### config.mk
export PLATFORM = sky130hd
export DESIGN_NAME = sobel_job_queue
export DESIGN_NICKNAME = d
export VERILOG_FILES = /design/src/sv/sobel_pkg.sv /design/src/sv/sobel_job_queue.sv
export SDC_FILE = /design/constraint.sdc
export NUM_CORES = 1
export LEC_CHECK = 0
export BUFFER_PORTS_ARGS = -buffer_cell sky130_fd_sc_hd__buf_4
export CORE_MARGIN = 1.5
export CORE_UTILIZATION = 40
export CTS_BUF_LIST = sky130_fd_sc_hd__clkbuf_4 sky130_fd_sc_hd__clkbuf_8
export CTS_CLUSTER_DIAMETER = 100
export DETAILED_ROUTE_END_ITERATION = 12
export HOLD_SLACK_MARGIN = 0.06
export PLACE_DENSITY = 0.64
export SETUP_SLACK_MARGIN = 0.05
export SYNTH_ARGS = -nofsm -noshare
export SYNTH_HDL_FRONTEND = slang
export SYNTH_SLANG_ARGS = --single-unit
### constraint.sdc
create_clock -name clock -period 6.4 [get_ports clock]
set_clock_uncertainty 0.2 [all_clocks]
set_input_delay 1.28 -clock clock [delete_from_list [all_inputs] [get_ports clock]]
set_output_delay 1.28 -clock clock [all_outputs]
set_load 0.01 [all_outputs]
### src/sv/sobel_pkg.sv
// ----------------------------------------------------------------------------
// Sobel edge package
// Shared types and constants of the inverted Sobel edge magnitude unit.
// ----------------------------------------------------------------------------
package sobel_pkg;

   localparam int MaxWidth   = 1024;
   localparam int MaxHeight  = 4096;
   localparam int ColBits    = $clog2(MaxWidth);
   localparam int RowBits    = $clog2(MaxHeight);
   localparam int WidthBits  = ColBits + 1;
   localparam int HeightBits = RowBits + 1;
   localparam int JobDepth   = 4;
   localparam int JobPtrBits = $clog2(JobDepth);

   typedef enum logic {
      CSR_FRAME_WIDTH  = 1'b0,
      CSR_FRAME_HEIGHT = 1'b1
   } csr_index_type;

   typedef struct packed {
      logic [7:0] red;
      logic [7:0] green;
      logic [7:0] blue;
   } req_type;

   typedef struct packed {
      logic [ColBits-1:0] col;
      logic [RowBits-1:0] row;
      logic [7:0]         level;
      logic               run_last;
      logic               frame_done;
   } rsp_type;

   typedef struct packed {
      logic [2:0][2:0][7:0] win;
      logic [ColBits-1:0]   col;
      logic [RowBits-1:0]   row;
      logic [3:0]           emit;
      logic                 inner;
   } job_type;

   typedef struct packed {
      logic empty;
      logic room;
   } queue_status_type;

   typedef enum logic {
      FRONT_IDLE,
      FRONT_LOAD
   } front_state_type;

   typedef enum logic [2:0] {
      BACK_IDLE,
      BACK_GRAD,
      BACK_SUM,
      BACK_ROOT,
      BACK_EMIT
   } back_state_type;

endpackage

### src/sv/sobel_job_queue.sv
// ----------------------------------------------------------------------------
// Sobel job queue
// Short first-in first-out store of jobs between the front and back ends.
// ----------------------------------------------------------------------------
module sobel_job_queue import sobel_pkg::*; (
   input  logic             clock,
   input  logic             reset,
   input  logic             push,
   input  job_type          push_data,
   input  logic             pop,
   output job_type          head_data,
   output queue_status_type status
);

   job_type               entry_ff [JobDepth];
   logic [JobPtrBits-1:0] wr_ptr_ff, wr_ptr_in;
   logic [JobPtrBits-1:0] rd_ptr_ff, rd_ptr_in;
   logic [JobPtrBits:0]   count_ff, count_in;

   assign head_data    = entry_ff[rd_ptr_ff];
   assign status.empty = (count_ff == '0);
   assign status.room  = (count_ff != (JobPtrBits+1)'(JobDepth));

   always_comb begin
      wr_ptr_in = push ? wr_ptr_ff + JobPtrBits'(1) : wr_ptr_ff;
      rd_ptr_in = pop ? rd_ptr_ff + JobPtrBits'(1) : rd_ptr_ff;
      count_in  = count_ff + (JobPtrBits+1)'(push) - (JobPtrBits+1)'(pop);
   end

   always_ff @(posedge clock) begin
      if (reset) begin
         wr_ptr_ff <= '0;
         rd_ptr_ff <= '0;
         count_ff  <= '0;
      end else begin
         wr_ptr_ff <= wr_ptr_in;
         rd_ptr_ff <= rd_ptr_in;
         count_ff  <= count_in;
      end
   end

   always_ff @(posedge clock) begin
      if (push) begin
         entry_ff[wr_ptr_ff] <= push_data;
      end
   end

endmodule

======== After elaboration in Yosys (flattened, before gate mapping) ========
Memories as Yosys holds them, arrays and structs flattened. A register that Yosys moved wholly into a read port is not among the register bits.
Index checks and enable logic that the tools add are counted.
storage, ports and cells
  memories ................................ 1
  input bits .............................. 103
  bits in latches ......................... 0
  ROM bits ................................ 0
  memory bits (writable) .................. 396
  bits in registers ....................... 7
  logic and storage cells ................. 14
cells by class
  eq/ne operators ......................... 1
  divide/modulo/power cells ............... 0
  reduce and logical (&&, ||, !) cells .... 1
  multipliers ............................. 0
  magnitude comparators ................... 0
  shift-type cells ........................ 0
  $add $sub $neg .......................... 4
  mux-type cells .......................... 4
  bitwise gates (word level) .............. 0
memories
  name      depth  width  rd ports  clocked after Yosys merged registers in  write ports  RTL line               RTL
  entry_ff  4      99     1         1                                        1            sobel_job_queue.sv:15  job_type entry_ff [JobDepth];
operator list
  kind                                           count
  adder 2 x 1 -> 2 bit (second input constant)   2
  2-to-1 mux 2 bit                               2
  adder 3 x 1 -> 3 bit                           1
  logical NOT 3 bit                              1
  inequality test 3 bit (second input constant)  1
  subtractor 3 x 1 -> 3 bit                      1
  2-to-1 mux 1 bit                               2

======== Longest topological paths before layout ========
Gate-level depths: netlist of run 1.
  depth after elaboration ................. 3
  depth in mapped cells ................... 8

======== Worst setup path after synthesis of run 1 ========
No wires, ideal clock.
  kind .................................... input to register
  start ................................... input push
  end ..................................... memory entry_ff[0][0] in the netlist's numbering, enable pin
  slack ................................... 2.165 ns
  path buffers ............................ 0
  cell stages on the path ................. 1
  arrival time ............................ 3.567 ns
  cells stage by stage .................... and2_1
on the way
  cells in the longest elaborated chain, start to end .. 2
RTL lines
  element                                 RTL line               RTL
  from (decl)                             sobel_job_queue.sv:8   input logic push,
  2-to-1 mux 1 bit                        sobel_job_queue.sv:43  if (push) begin
  2-to-1 mux 1 bit (not written as such)  sobel_job_queue.sv:44  entry_ff[wr_ptr_ff] <= push_data;
  to (decl)                               sobel_job_queue.sv:15
No other way between the ends.

==> impl_metrics.ini, run 1 <==
[setup_path]
worstPathArrival_ps = 2690
crit_type = register to output pin
r2r-start = wr_ptr_ff[0]$_SDFFE_PP0P_
cp_data_required_time_ps = 4920
end_kind = output pin
start_kind = register
ff2ff_path_depth = 4
r2r-end = entry_ff[0][34]$_DFFE_PP_
path_max_fanout = 34
r2r_slack_ps = 4100

[cts]
clk_path_buf_depth = 3
clk_latency_ps = 580
numCtsBuffers = 68
postCtsSetupBuffers = 0
cts.sinks = 405
path_clk_slew_ps = 60
h-tree-depth = 3
cts-root-buf = clkbuf_8
cts_tree = built
cts_resized = 0
holdBufCountCts = 0

[pwr]
p_int_mw = 4.61
pwr-share-seq = 0.527
p_comb_frac = 0.102
switching_power_mw = 1.28
p_per_area_nw_per_um2 = 326
p_leak_nw = 6.11
power.share.clock = 0.371
peakVddDrop_v = 0.000185
power_mw = 5.89
power_switching_share = 0.218

[synthesis]
synth.net_count = 670
postSynthCellCount = 560
ys_seq_elements = 405
ys_top_cells_by_area = edfxtp_1 81%, mux4_2 15%, dfxtp_1 1.2%
yosysTopAreaCell = edfxtp_1
yosysTopAreaCellShare = 0.810
syn_avg_cell_area_um2 = 26.2
synth_cell_types = 22
yosys_warnings = 0
yosysSeqAreaShare = 0.822
synth_area_um2 = 14700

[final_layout]
num-nets-final = 932
area_growth_syn_to_layout_pct = 23.1
layout-drive-gt1-share = 0.488
final.fill_count = 2842

[timing]
tns_ps = 0
fmax_ghz = 0.240
rsz0062_at_grt = no
drv_slew = 0
hold_viol = 0
fin_crit_sh = 0.651
period_needed_ps = 4170
relSlewSlack = 0.396
worst_pin_slew_ps = 906
finalSetupViolCount = 0

[grt]
grt_max_degree = 56
antenna_found_initial = 1
grt_overflow = 0
grt_pass1_vias = 7532
grt_pass1_wl_mm = 42.7
grt_util_all_layers = 0.152

[floorplan]
row_count = 69
initial_core_util = 0.410
ios = 204
core-area_um2 = 35800
die_area_um2 = 37900
die_w_um = 195
die_h_um = 195

[min_path]
hold_class = register to register
hold_depth = 2
min_from = rd_ptr_ff[1]$_SDFFE_PP0P_

[detailed_routing]
wl_per_cell_um = 21.0
viasPerCell = 5.03
antenna_left = 0
num_vias = 6686
firstDrtPassIters = 4
drt_iter0_drc = 339
remaining_drc_errors = 0
drt-total-wl_mm = 27.9

[status]
status = complete, no violations

[place]
dp_hpwl_mm = 16.2
numPortBuffers = 203
gp_congestion = 0.691

[job]
maxCapViolCount = 0
power by group through the flow:
stage | clock network (mW) | registers [mW] | logic (mW)
floorplan | 0 | 3.14 | 0.334
global placement | 0 | 3.16 | 0.612
detailed placement | 0 | 3.16 | 0.616
CTS | 2.27 | 3.11 | 0.619
global route | 2.37 | 3.12 | 0.650
finish | 2.19 | 3.10 | 0.602
area by class of cell:
type | count | area, um2 | area share
flip-flops and latches | 405 | 12100 | 0.668
multi-input cells | 127 | 2470 | 0.137
repair buffers | 215 | 1630 | 0.0900
clock buffers | 93 | 1150 | 0.0635
well taps | 461 | 577 | 0.0319
clock inverters | 22 | 156 | 0.00865
inverters | 5 | 18.8 | 0.00104
diodes | 1 | 2.50 | 0.000138
synth_stat cells, drive strengths merged:
cell,n
clkbuf,9
nor3,1
nor2,7
fa,1
a21bo,1
buf,14
and2,4
edfxtp,396
xnor3,1
xnor2,2
nor2b,1
a21oi,1
mux4,99
nand3b,1
nand2,1
mux2i,1
inv,5
ha,6
dfxtp,9
per-stage QoR:
stage / area, um2 / hold WS (ps) / util / instances / setup WS [ps]
finish: 18100 / 315 / 0.505 / 1329 / 2230
global route: 18100 / 365 / 0.505 / 1329 / 1970
CTS: 18100 / 320 / 0.505 / 1328 / 2060
detailed placement: 16800 / 312 / 0.468 / 1213 / 2720
global placement: 16800 / 304 / 0.468 / 1213 / 2740
floorplan: 14700 / 299 / - / 560 / 2160
logic make-up after synthesis:
| logic type | count (synthesis) | share of synthesized area |
|---|---|---|
| DFF | 405 | 0.822 |
| muxes | 100 | 0.152 |
| xor gates and xnor gates | 3 | 0.00273 |
| buffers and inverters | 28 | 0.0103 |
| adders and majority gates | 7 | 0.00647 |
| AOI/OAI and AO/OA | 2 | 0.00102 |
| and+or+nand+nor | 15 | 0.00503 |
worst max-delay path by stage:
| stage | start | to | cells after the start |
|---|---|---|---|
| finish | register | head_data[71] | 3 |
| global placement | register | head_data[2] | 3 |
| floorplan | push | entry_ff[0][0]$_DFFE_PP_ | 1 |
| CTS | register | head_data[71] | 3 |
| detailed placement | register | head_data[71] | 3 |
| global route | register | head_data[71] | 3 |
sequential cells by signal, summed over array words and instances (netlist names), named ones only:
register   count
count_ff       3
entry_ff     396
rd_ptr_ff      2
wr_ptr_ff      2
placed cells by master (no fill, tap or decap), types with 2 or more instances in the layout:
cell	synthesis	final
inv_6	0	2
inv_1	5	5
clkbuf_8	0	72
buf_4	1	214
dfxtp_1	9	7
and2_4	0	4
mux4_2	99	99
dfxtp_4	0	2
bufinv_16	0	2
clkinv_1	0	13
edfxtp_1	396	396
nor2_1	7	7
clkinvlp_4	0	2
clkinv_2	0	3
ha_1	6	6
clkbuf_4	0	21
xnor2_1	2	2
critical path, cell delays in order, from the launching register on:
cell,delay (ps)
dfxtp_4,820
buf_4,520
mux4_2,570
buf_4,160
per-layer routing:
layer  vias up  global-route usage  wire, um
met5         -                   0         0
met4         0              0.0619       638
met3        47              0.0481      1830
met2       187               0.242     13500
met1      3515               0.193     11900
li1       2937                   -         -
Power figures use the tool's default switching activity.
==> run 2, diff against run 1 <==
PLACE_DENSITY = 0.66   (was 0.64)
clock period = 3.6 ns   (was 6.4 ns; I/O delays follow)
==> run 2 against run 1 <==
Compared with the run above: routed wire length up 2.5%; sequential cell count unchanged; count of clock-buffer cells in the layout down 8; utilization up 1.6 points; power up 82%; first-iteration DRC count down 19%; register-to-register slack worse by 2500 ps; largest cell class unchanged; setup slack worse by 1700 ps.
==> impl_metrics.ini, run 2 (synthesis results as in run 1) <==
[final_layout]
layout-drive-gt1-share = 0.467
design_area_um2 = 18700
largest_register_ff_count = 396
layout_common_cells = 396 x edfxtp_1, 208 x buf_4, 99 x mux4_2
antenna_cells = 0
layout_commonest_cell = edfxtp_1
area_growth_syn_to_layout_pct = 27.0
num-nets-final = 976
largest_registers = entry_ff (396), count_ff (3)
ff_latch_area_um2 = 12100
multi_input_area_um2 = 2470
final.fill_count = 2787
top_register = entry_ff

[place]
placed_cell_area_um2 = 16900
numPortBuffers = 203
dp_hpwl_mm = 16.3
dp_slack_ps = 1100
gp_congestion = 0.699

[floorplan]
die_area_um2 = 37900
core-area_um2 = 35800
die_w_um = 195
row_count = 69
ios = 204
initial_core_util = 0.410
die_h_um = 195

[cts]
clk_path_buf_depth = 3
path_clk_slew_ps = 60
cts_resized = 0
h-tree-depth = 3
cts.sinks = 405
numCtsBuffers = 69
cts-root-buf = clkbuf_8
cts_tree = built
clk_latency_ps = 610

[min_path]
hold_end = entry_ff[2][47]$_DFFE_PP_
min_from = push_data[47]
hold_depth = 1
hold_class = input pin to register

[setup_path]
end_kind = output pin
crit_type = register to output pin
critPathMaxStageDelay_ps = 670
cp_data_required_time_ps = 2680
worstPathArrival_ps = 2190
crit_chain = buf_12 -> mux4_2 -> buf_4
path_max_fanout = 40
r2r-end = entry_ff[2][0]$_DFFE_PP_
r2r-start = wr_ptr_ff[0]$_SDFFE_PP0P_
slowest_stage = dfxtp_4
ff2ff_path_depth = 4
r2r_slack_ps = 1560
start_kind = register

[detailed_routing]
drt_iter0_drc = 275
num_vias = 6848
antenna_left = 0
drt-total-wl_mm = 28.6
viasPerCell = 4.99
wl_per_cell_um = 20.8
firstDrtPassIters = 4
remaining_drc_errors = 0

[pwr]
pwr-share-seq = 0.512
power_switching_share = 0.225
peakVddDrop_v = 0.000357
power.share.clock = 0.380
p_int_mw = 8.31
p_per_area_nw_per_um2 = 575
switching_power_mw = 2.41
p_leak_nw = 6.34
p_comb_frac = 0.108

[grt]
busiest_layer = met2
met3_usage = 0.0550
antenna_found_initial = 2
grt_pass1_vias = 7734
grt_util_all_layers = 0.156
grtUsageMet2 = 0.255
grt_overflow = 0
grt_pass1_wl_mm = 43.9
grt_max_degree = 57
globalRouteMet1Util = 0.195

[timing]
tns_ps = 0
fin_crit_sh = 0.865
drv_slew = 0
layout_setup_ws_ps = 486
relSlewSlack = 0.530
worst_pin_slew_ps = 705
rsz0062_at_grt = no
finalSetupViolCount = 0
period_needed_ps = 3110
hold_viol = 0
fmax_ghz = 0.321

[status]
status = complete, no violations

[job]
maxCapViolCount = 0
## run 2: changes by cell type in the layout (fill, tap and decap cells not counted), sizes merged
cell	change
dlygate4sd3	+42
buf	+1
clkinv	+3
inv	+4
clkbuf	-8
bufinv	+2
diode	-1
## run 2: worst max-delay path by stage
stage	startpoint	end	slack, ps
2_1_floorplan	push	entry_ff[1][0]$_DFFE_PP_	1010
6_report	register	head_data[72]	490
3_5_place_dp	register	head_data[72]	1100
4_1_cts	register	head_data[72]	400
5_1_grt	register	head_data[72]	370
3_3_place_gp	register	head_data[67]	1120
## run 2: cell type report
| cell class | instances | area share |
|---|---|---|
| clock buffer | 85 | 0.0574 |
| timing repair buffer | 258 | 0.115 |
| sequential | 405 | 0.648 |
| tap | 461 | 0.0309 |
| inverter | 5 | 0.00101 |
| clock inverter | 31 | 0.0156 |
| multi-input combinational | 127 | 0.133 |
## run 2: through the flow
| step | util | hold WS [ps] | total power, mW | cells |
|---|---|---|---|---|
| 2_1_floorplan | - | 299 | 6.16 | 560 |
| 3_3_place_gp | 0.471 | 306 | 6.71 | 1214 |
| 3_5_place_dp | 0.471 | 330 | 6.74 | 1214 |
| 4_1_cts | 0.520 | 60.1 | 10.9 | 1370 |
| 5_1_grt | 0.521 | 60.4 | 11.2 | 1372 |
| 6_report | 0.521 | 116 | 10.7 | 1372 |
## run 2: repair_timing
action,4_1_cts,5_1_grt
buffers inserted,0,0
endpoints found under the hold margin,142,5
hold buffers,40,2
## run 2: per-layer routing
metal,wire (um),up-vias
met5,25,-
met4,510,4
met3,2050,50
met2,14200,219
met1,11800,3548
li1,-,3027
## run 2: worst max-delay path, delay by kind of cell, from the launching register on
kind	cells	cell delay [ps]
multiplexers	1	370
buffers and inverters	2	490
flip-flops	1	670
## run 2: power by group through the flow
stage                     Clock (mW)  Combinational, mW  Sequential (mW)
final                           4.07               1.16             5.49
after global routing            4.43               1.25             5.51
after CTS                       4.21               1.19             5.49
after detailed placement           0               1.15             5.59
after global placement             0               1.13             5.58
after floorplan                    0              0.594             5.57
