==> src/sv/sobel_pkg.sv <==
// ----------------------------------------------------------------------------
// Sobel edge package
// Shared types and constants of the inverted Sobel edge magnitude unit.
// ----------------------------------------------------------------------------
package sobel_pkg;

   localparam int MaxWidth   = 1024;
   localparam int MaxHeight  = 4096;
   localparam int ColBits    = $clog2(MaxWidth);
   localparam int RowBits    = $clog2(MaxHeight);
   localparam int WidthBits  = ColBits + 1;
   localparam int HeightBits = RowBits + 1;
   localparam int JobDepth   = 4;
   localparam int JobPtrBits = $clog2(JobDepth);

   typedef enum logic {
      CSR_FRAME_WIDTH  = 1'b0,
      CSR_FRAME_HEIGHT = 1'b1
   } csr_index_type;

   typedef struct packed {
      logic [7:0] red;
      logic [7:0] green;
      logic [7:0] blue;
   } req_type;

   typedef struct packed {
      logic [ColBits-1:0] col;
      logic [RowBits-1:0] row;
      logic [7:0]         level;
      logic               run_last;
      logic               frame_done;
   } rsp_type;

   typedef struct packed {
      logic [2:0][2:0][7:0] win;
      logic [ColBits-1:0]   col;
      logic [RowBits-1:0]   row;
      logic [3:0]           emit;
      logic                 inner;
   } job_type;

   typedef struct packed {
      logic empty;
      logic room;
   } queue_status_type;

   typedef enum logic {
      FRONT_IDLE,
      FRONT_LOAD
   } front_state_type;

   typedef enum logic [2:0] {
      BACK_IDLE,
      BACK_GRAD,
      BACK_SUM,
      BACK_ROOT,
      BACK_EMIT
   } back_state_type;

endpackage

==> src/sv/sobel_back.sv <==
// ----------------------------------------------------------------------------
// Sobel back end
// Computes the inverted edge level of an inner job, passes the other pixels'
// gray levels through, and emits its results one at a time.
module sobel_back import sobel_pkg::*; (
   input  logic             clock,
   input  logic             reset,
   input  queue_status_type queue_status,
   input  job_type          job_data,
   output logic             job_pop,
   output logic             empty,
   input  logic             pop,
   output rsp_type          rsp_data
);

   back_state_type      state_ff, state_in;
   job_type             job_ff, job_in;
   logic signed [11:0]  gx_ff, gx_in, gy_ff, gy_in;
   logic [23:0]         s4_ff, s4_in;
   logic [7:0]          root_ff, root_in;
   logic [2:0]          step_ff, step_in;
   logic [1:0]          slot_ff, slot_in;
   logic                out_valid_ff, out_valid_in;
   rsp_type             out_ff, out_in;
   logic [7:0]          trial;
   logic [15:0]         trial_sq;
   logic [19:0]         trial_9;
   logic [21:0]         sq_x, sq_y;
   logic [3:0]          later;
   logic                out_free, slot_on, slot_last;

   assign empty    = !out_valid_ff;
   assign rsp_data = out_ff;
   assign out_free = !out_valid_ff || pop;

   always_comb begin
      trial    = root_ff | (8'd1 << step_ff);
      trial_sq = 16'(trial) * 16'(trial);
      trial_9  = {trial_sq, 3'b000} + 20'(trial_sq);
      sq_x     = 22'(gx_ff * gx_ff);
      sq_y     = 22'(gy_ff * gy_ff);
      case (slot_ff)
         2'd0:    later = 4'b1110;
         2'd1:    later = 4'b1100;
         2'd2:    later = 4'b1000;
         default: later = 4'b0000;
      endcase
      slot_on   = job_ff.emit[slot_ff];
      slot_last = !(|(job_ff.emit & later));
   end

   always_comb begin
      gx_in = 12'(job_ff.win[0][2]) + 12'({job_ff.win[1][2], 1'b0}) + 12'(job_ff.win[2][2])
            - 12'(job_ff.win[0][0]) - 12'({job_ff.win[1][0], 1'b0}) - 12'(job_ff.win[2][0]);
      gy_in = 12'(job_ff.win[2][0]) + 12'({job_ff.win[2][1], 1'b0}) + 12'(job_ff.win[2][2])
            - 12'(job_ff.win[0][0]) - 12'({job_ff.win[0][1], 1'b0}) - 12'(job_ff.win[0][2]);
      s4_in = {sq_x + sq_y, 2'b00};
   end

   always_comb begin
      state_in     = state_ff;
      job_in       = job_ff;
      root_in      = root_ff;
      step_in      = step_ff;
      slot_in      = slot_ff;
      job_pop      = 1'b0;
      out_valid_in = out_valid_ff && !pop;
      out_in       = out_ff;
      unique case (slot_ff)
         2'd0: begin
            out_in.col   = job_ff.col - ColBits'(1);
            out_in.row   = job_ff.row - RowBits'(1);
            out_in.level = job_ff.inner ? 8'd255 - root_ff : job_ff.win[1][1];
         end
         2'd1: begin
            out_in.col   = job_ff.col;
            out_in.row   = job_ff.row - RowBits'(1);
            out_in.level = job_ff.win[1][2];
         end
         2'd2: begin
            out_in.col   = job_ff.col - ColBits'(1);
            out_in.row   = job_ff.row;
            out_in.level = job_ff.win[2][1];
         end
         default: begin
            out_in.col   = job_ff.col;
            out_in.row   = job_ff.row;
            out_in.level = job_ff.win[2][2];
         end
      endcase
      out_in.run_last   = slot_last;
      out_in.frame_done = (slot_ff == 2'd3);
      unique case (state_ff)
         BACK_IDLE: begin
            if (!queue_status.empty) begin
               job_pop = 1'b1;
               job_in  = job_data;
               slot_in = '0;
               root_in = '0;
               step_in = 3'd7;
               state_in = (job_data.emit[0] && job_data.inner) ? BACK_GRAD : BACK_EMIT;
            end
         end
         BACK_GRAD: state_in = BACK_SUM;
         BACK_SUM:  state_in = BACK_ROOT;
         BACK_ROOT: begin
            if (trial_9 <= 20'(s4_ff) && s4_ff[23:20] == '0 || {4'b0, trial_9} <= s4_ff) begin
               root_in = trial;
            end
            step_in = step_ff - 3'd1;
            if (step_ff == '0) begin
               state_in = BACK_EMIT;
            end
         end
         BACK_EMIT: begin
            if (!slot_on) begin
               slot_in = slot_ff + 2'd1;
               if (slot_last) begin
                  state_in = BACK_IDLE;
               end
            end else if (out_free) begin
               out_valid_in = 1'b1;
               slot_in      = slot_ff + 2'd1;
               if (slot_last) begin
                  state_in = BACK_IDLE;
               end
            end
         end
         default: state_in = BACK_IDLE;
      endcase
   end

   always_ff @(posedge clock) begin
      if (reset) begin
         state_ff     <= BACK_IDLE;
         out_valid_ff <= 1'b0;
      end else begin
         state_ff     <= state_in;
         out_valid_ff <= out_valid_in;
      end
   end

   always_ff @(posedge clock) begin
      job_ff  <= job_in;
      root_ff <= root_in;
      step_ff <= step_in;
      slot_ff <= slot_in;
      gx_ff   <= gx_in;
      gy_ff   <= gy_in;
      s4_ff   <= s4_in;
      if (state_ff == BACK_EMIT && slot_on && out_free) begin
         out_ff <= out_in;
      end
   end

endmodule

==> config.mk <==
export PLATFORM = sky130hd
export DESIGN_NAME = sobel_back
export DESIGN_NICKNAME = d
export VERILOG_FILES = /design/src/sv/sobel_pkg.sv /design/src/sv/sobel_back.sv
export SDC_FILE = /design/constraint.sdc
export NUM_CORES = 1
export LEC_CHECK = 0
export ABC_AREA = 1
export BUFFER_PORTS_ARGS = -buffer_cell sky130_fd_sc_hd__clkbuf_2
export CORE_ASPECT_RATIO = 2
export CORE_MARGIN = 4
export CORE_UTILIZATION = 37
export CTS_BUF_LIST = sky130_fd_sc_hd__clkbuf_8
export CTS_CLUSTER_DIAMETER = 80
export DETAILED_ROUTE_END_ITERATION = 7
export PLACE_DENSITY_LB_ADDON = 0.25
export SKIP_LAST_GASP = 1
export SLEW_MARGIN = 15
export SYNTH_ARGS = -nofsm -noshare
export SYNTH_HDL_FRONTEND = slang
export SYNTH_SLANG_ARGS = --single-unit
==> constraint.sdc <==
create_clock -name clock -period 20.4 [get_ports clock]
set_clock_uncertainty 0.2 [all_clocks]
set_input_delay 2.04 -clock clock [delete_from_list [all_inputs] [get_ports clock]]
set_output_delay 2.04 -clock clock [all_outputs]
set_load 0.005 [all_outputs]
-- Yosys cells after proc, flatten, opt, wreduce, memory -nomap -nowiden
Index checks and enable logic that the tools add are counted.
- add/sub/neg operators: 17
- multiply operators: 3
- div/mod/pow operators: 0
- $lt $le $gt $ge: 3
- equal/unequal tests: 11
- shifts and indexed selects: 1
- muxes and demuxes: 26
- bitwise gates (word level): 3
- reduce and logical (&&, ||, !) cells: 22
- operators with widths (cell ; count):
    30-bit case mux with 3 select lines ; 1
    12-bit by 12-bit multiplier with 22-bit output ; 2
    20-bit by 24-bit <= comparator with 1-bit output ; 1
    8-bit two-way mux ; 3
    11-bit by 8-bit subtractor with 12-bit output ; 2
    12-bit by 8-bit subtractor with 12-bit output ; 2
    12-bit by 9-bit subtractor with 12-bit output ; 2
    10-bit by 8-bit adder with 11-bit output ; 2
    22-bit adder ; 1
    3-bit two-way mux ; 7
    19-bit by 16-bit adder with 20-bit output ; 1
    8-bit by 9-bit adder with 10-bit output ; 2
    20-bit <= comparator ; 1
    8-bit by 8-bit multiplier with 16-bit output ; 1
    8-bit case mux with 2 select lines ; 1
    3-bit case mux with 5 select lines ; 1
    4-bit case mux with 3 select lines ; 1
    12-bit by 1-bit subtractor with 12-bit output (second input constant) ; 1
    10-bit by 1-bit subtractor with 10-bit output (second input constant) ; 1
    3-bit AND reduction ; 3
    8-bit bitwise OR ; 1
    1-bit by 3-bit left shift with 8-bit output (first input constant) ; 1
    8-bit subtractor (first input constant) ; 1
    3-bit by 2-bit equality test with 1-bit output (second input constant) ; 2
    other kinds (25) ; 45
- register bits: 194
- bits in latches: 0
- memory bits (writable): 0
- bits in read-only memories: 0
- input port bits: 104
- output and inout port bits: 34
- word-level logic and storage cells: 112
- memories kept: 0

-- Depth between registers and ports, before layout
- word-level depth: 9
- mapped depth: 45
- gate-level depth less buffers: 44

-- Worst setup path before layout
OpenSTA, ideal clock, no wires.
- path kind: in2out
- from: input queue_status[1] (netlist name)
- to: output job_pop
- arrival time: 6.228 ns
- data required time: 18.160 ns
- path slack: 11.932 ns
- cell stages on the path: 1
- buffers on the path: 0
- cell sequence: nor2_1
- cells in the longest elaborated chain, start to end: 2
- RTL lines (element ; RTL line ; source):
    from (decl) ; sobel_back.sv:8 ; input queue_status_type queue_status,
    1-bit two-way mux ; sobel_back.sv:95 ; if (!queue_status.empty) begin
    1-bit two-way mux ; sobel_back.sv:93 ; unique case (state_ff)
    to (decl) ; sobel_back.sv:10 ; output logic job_pop,
No other way between the ends.

-- Final worst setup path
- from: register step_ff[0]
- to: register root_ff[3] (enable)
- cells in the longest elaborated chain, start to end: 9
- elaborated cells between the ends (all ways): 10
- those cells by class: 1 x add/sub; 1 x mul; 2 x order compare; 1 x eq/ne; 1 x shift; 1 x bitwise; 3 x reduce/logical
- RTL lines (element ; RTL line ; source):
    from (decl) ; sobel_back.sv:21 ; logic [2:0] step_ff, step_in;
    from (signal assigned) ; sobel_back.sv:146 ; step_ff <= step_in;
    1-bit by 3-bit left shift with 8-bit output (*) ; sobel_back.sv:37 ; trial = root_ff | (8'd1 << step_ff);
    8-bit bitwise OR (*) ; sobel_back.sv:37 ;
    8-bit by 8-bit multiplier with 16-bit output (*) ; sobel_back.sv:38 ; trial_sq = 16'(trial) * 16'(trial);
    19-bit by 16-bit adder with 20-bit output (*) ; sobel_back.sv:39 ; trial_9 = {trial_sq, 3'b000} + 20'(trial_sq);
    20-bit <= comparator ; sobel_back.sv:107 ; if (trial_9 <= 20'(s4_ff) && s4_ff[23:20] == '0 || {4'b0, trial_9} <= s4_ff) begin
    1-bit logical AND ; sobel_back.sv:107 ;
    1-bit logical OR (*) ; sobel_back.sv:107 ;
    2-bit inequality test (no line) (*) ; n/a ;
    3-bit AND reduction (no line) (*) ; n/a ;
    to (signal assigned) ; sobel_back.sv:145 ; root_ff <= root_in;
    to (decl) ; sobel_back.sv:20 ; logic [7:0] root_ff, root_in;
Every way passes the cells marked *; elsewhere a longest branch is shown, timed or not.
A chain may end at the register's enable or synchronous reset.

==> flow_metrics.env <==
export IMPL_cts_reportedPaths_clkPinSlew_ps=100
export IMPL_grt_start_max_net_pins=57
export IMPL_ioPinCount=138
export IMPL_start_kind="flip-flop"
export IMPL_clockBufferDepth=2
export IMPL_fin_tns_setup_ps=0
export IMPL_final_hold_viol_count=0
export IMPL_core_area_um2=56000
export IMPL_synth_top_flop_cell="edfxtp_1"
export IMPL_detailedRoute_firstIterationViolations=470
export IMPL_drt_pre_antenna_iters=5
export IMPL_wire_length_of_the_first_global_routing_pass_um=83000
export IMPL_ys_types=42
export IMPL_grtUsageTotal_pct=17.7
export IMPL_timing_worst_setup_path_type="reg2reg"
export IMPL_synth_commonest_cells="inv_1, fa_1, nand2_1"
export IMPL_maxSlewViolCount=0
export IMPL_first_global_vias=16445
export IMPL_gp_routability_congestion=0.916
export IMPL_worst_path_max_fanout=9
export IMPL_syn_instance_count=2162
export IMPL_portBuffers=136
export IMPL_cts_hold_buf=0
export IMPL_grt_antenna_before_repair=1
export IMPL_dieArea_um2=60600
export IMPL_worst_pin_slew_ps=1050
export IMPL_synthDominantCellAreaShare_pct=32.8
export IMPL_drc_errors=0
export IMPL_synth_top_area_cell="fa_1"
export IMPL_endpoint_kind="flip-flop"
export IMPL_net_count_of_the_mapped_netlist=2790
export IMPL_most_frequent_cp_cell="nand2_1"
export IMPL_yosysMostFrequentCell="inv_1"
export IMPL_finalWorstPathRequiredPeriod_ps=8400
export IMPL_final_area_um2=22900
export IMPL_routed_wl_um=50800
export IMPL_cts_tree="yes"
export IMPL_numClockSinks=194
export IMPL_min_delay_path_class="reg2reg"
export IMPL_syn_area_um2=20900
export IMPL_drt_antenna_violating_nets=0
export IMPL_synth_edf_count=144
export IMPL_final_layout_size_suffix_gt1_share_pct=8.71
export IMPL_status="complete, no violations"
export IMPL_worst_path_max_delay_cell="fa_1"
export IMPL_register_area_um2=5330
export IMPL_yosys_warnings=0
export IMPL_hpwl_um=43700
export IMPL_route_vias_total=14293
export IMPL_fin_crit_sh_pct=41.2
export IMPL_overflow=0
export IMPL_cts_setup_buffers=0
export IMPL_wl_per_cell_um=16.6
export IMPL_area_delta_synth_final_pct=9.46
export IMPL_h_tree_depth=4
export IMPL_initial_utilization_pct=37.3
export IMPL_slew_headroom_pct=29.8
export IMPL_fill_cells=5643
export IMPL_ctsResizeCount=0
export IMPL_postSynth_asyncResetShare_pct=0
export IMPL_floorplan_rows=123
export IMPL_clock_fmax_mhz=119
export IMPL_placed_cell_area_um2=22500
export IMPL_number_of_clock_buffers_inserted_by_tritoncts=17
export IMPL_timing_critical_path_arrival_ps=8360
export IMPL_nets=2923
export IMPL_avgSynthCellArea_um2=9.66
export IMPL_die_width_um=176
export IMPL_top_post_synthesis_cells_by_area="fa_1, edfxtp_1, inv_1"
export IMPL_clock_root_buffer="clkbuf_8"
export IMPL_die_height_um=344
export IMPL_ys_seq_area_share_pct=25.5
export IMPL_worstSkewPairLatency_ps=500
export IMPL_unrepaired_setup_endpoints_after_global_routing="false"
export IMPL_critPathRequiredTime_ps=20360
export IMPL_setup_viol_count_final=0
export IMPL_multi_input_comb_area_um2=13100
export IMPL_detail_route_vias_per_cell=4.67
export IMPL_cap_violations=0
export IMPL_longest_individual_stage_delay_on_the_worst_path_ps=540
export IMPL_synth_seq_cells=194
[critical path, delay by kind of cell, from the launching register on]
kind / cells / cell delay [ps]
adders and majority gates: 8 / 3310
buffers and inverters: 8 / 730
DFF: 1 / 460
AOI/OAI and AO/OA: 4 / 1280
xor gates and xnor gates: 1 / 170
and+or+nand+nor: 18 / 1910
[path summary, 6_finish.rpt]
path,cells after the start,from,endpoint,slack (ps)
worst max-delay path,39,step_ff[0],root_ff[3],12000
worst min-delay path,4,out_valid_ff,out_valid_ff,410
worst max register to register,39,step_ff[0],root_ff[3],12000
worst min register to register,4,out_valid_ff,out_valid_ff,410
[routing by layer]
metal / vias to the layer above / track usage [%] / share of wire (%)
met4: 0 / 9.48 / 6.1
met3: 121 / 2.43 / 4.1
met2: 346 / 35.7 / 58
li1: 6773 / - / -
met1: 7053 / 16.6 / 32
met5: - / 0 / 0
[metrics by stage]
step / utilization [%] / hold slack, ps / cells / worst slack (ps)
final: 40.8 / 407 / 3060 / 12000
after global routing: 40.8 / 435 / 3059 / 11340
after CTS: 40.8 / 414 / 3058 / 11970
after detailed placement: 40.1 / 398 / 3026 / 12000
after global placement: 40.1 / 366 / 3026 / 12090
after floorplan: - / 290 / 2162 / 11930
[kinds of logic after synthesis]
kind of cell	count (synthesis)	share of synthesized area (%)
AOI/OAI and AO/OA	186	5.26
xor gates and xnor gates	91	3.88
adders and majority gates	524	43.7
buffers and inverters	664	11.9
DFF	194	25.5
and+or+nand+nor	503	9.76
[layout by cell type (no fill, tap or decap), types with 3 or more instances in the layout]
cell type and n:
nor4_1 3, o21ai_0 45, nand2_2 3, clkbuf_8 17, nand2_1 342, fa_1 342, xor2_1 63, inv_6 4
o21bai_1 4, nand4_1 12, nand3_1 41, xnor2_1 27, clkinv_1 4, a21oi_1 78, ha_1 182, clkinv_4 3
inv_2 7, a221oi_1 9, edfxtp_1 144, o21ai_1 6, o211ai_1 7, nor3_1 6, o22ai_1 13, inv_1 623
buf_4 10, a21o_1 7, clkbuf_2 136, dfxtp_1 50, o2111ai_1 3, nor2_1 79, nand3b_1 3, or2_2 10
[sequential cells by signal, summed over array words and instances (netlist names)]
signal and flops:
gy_ff 12, slot_ff 2, gx_ff 12, job_ff 99, out_valid_ff 1, rsp_data 32, s4_ff 22, root_ff 8
state_ff 3, step_ff 3
[area by class of cell]
class | instances | area share, %
Antenna cell | 2 | 0.0219
Clock buffer | 17 | 1.02
Clock inverter | 15 | 0.657
Inverter | 632 | 10.4
Multi-Input combinational cell | 1304 | 57.2
Sequential cell | 194 | 23.3
Tap cell | 750 | 4.10
Timing Repair Buffer | 146 | 3.30
Power is not shown: default switching activity piles up to over one toggle a cycle in this logic, so the estimate is an artifact.
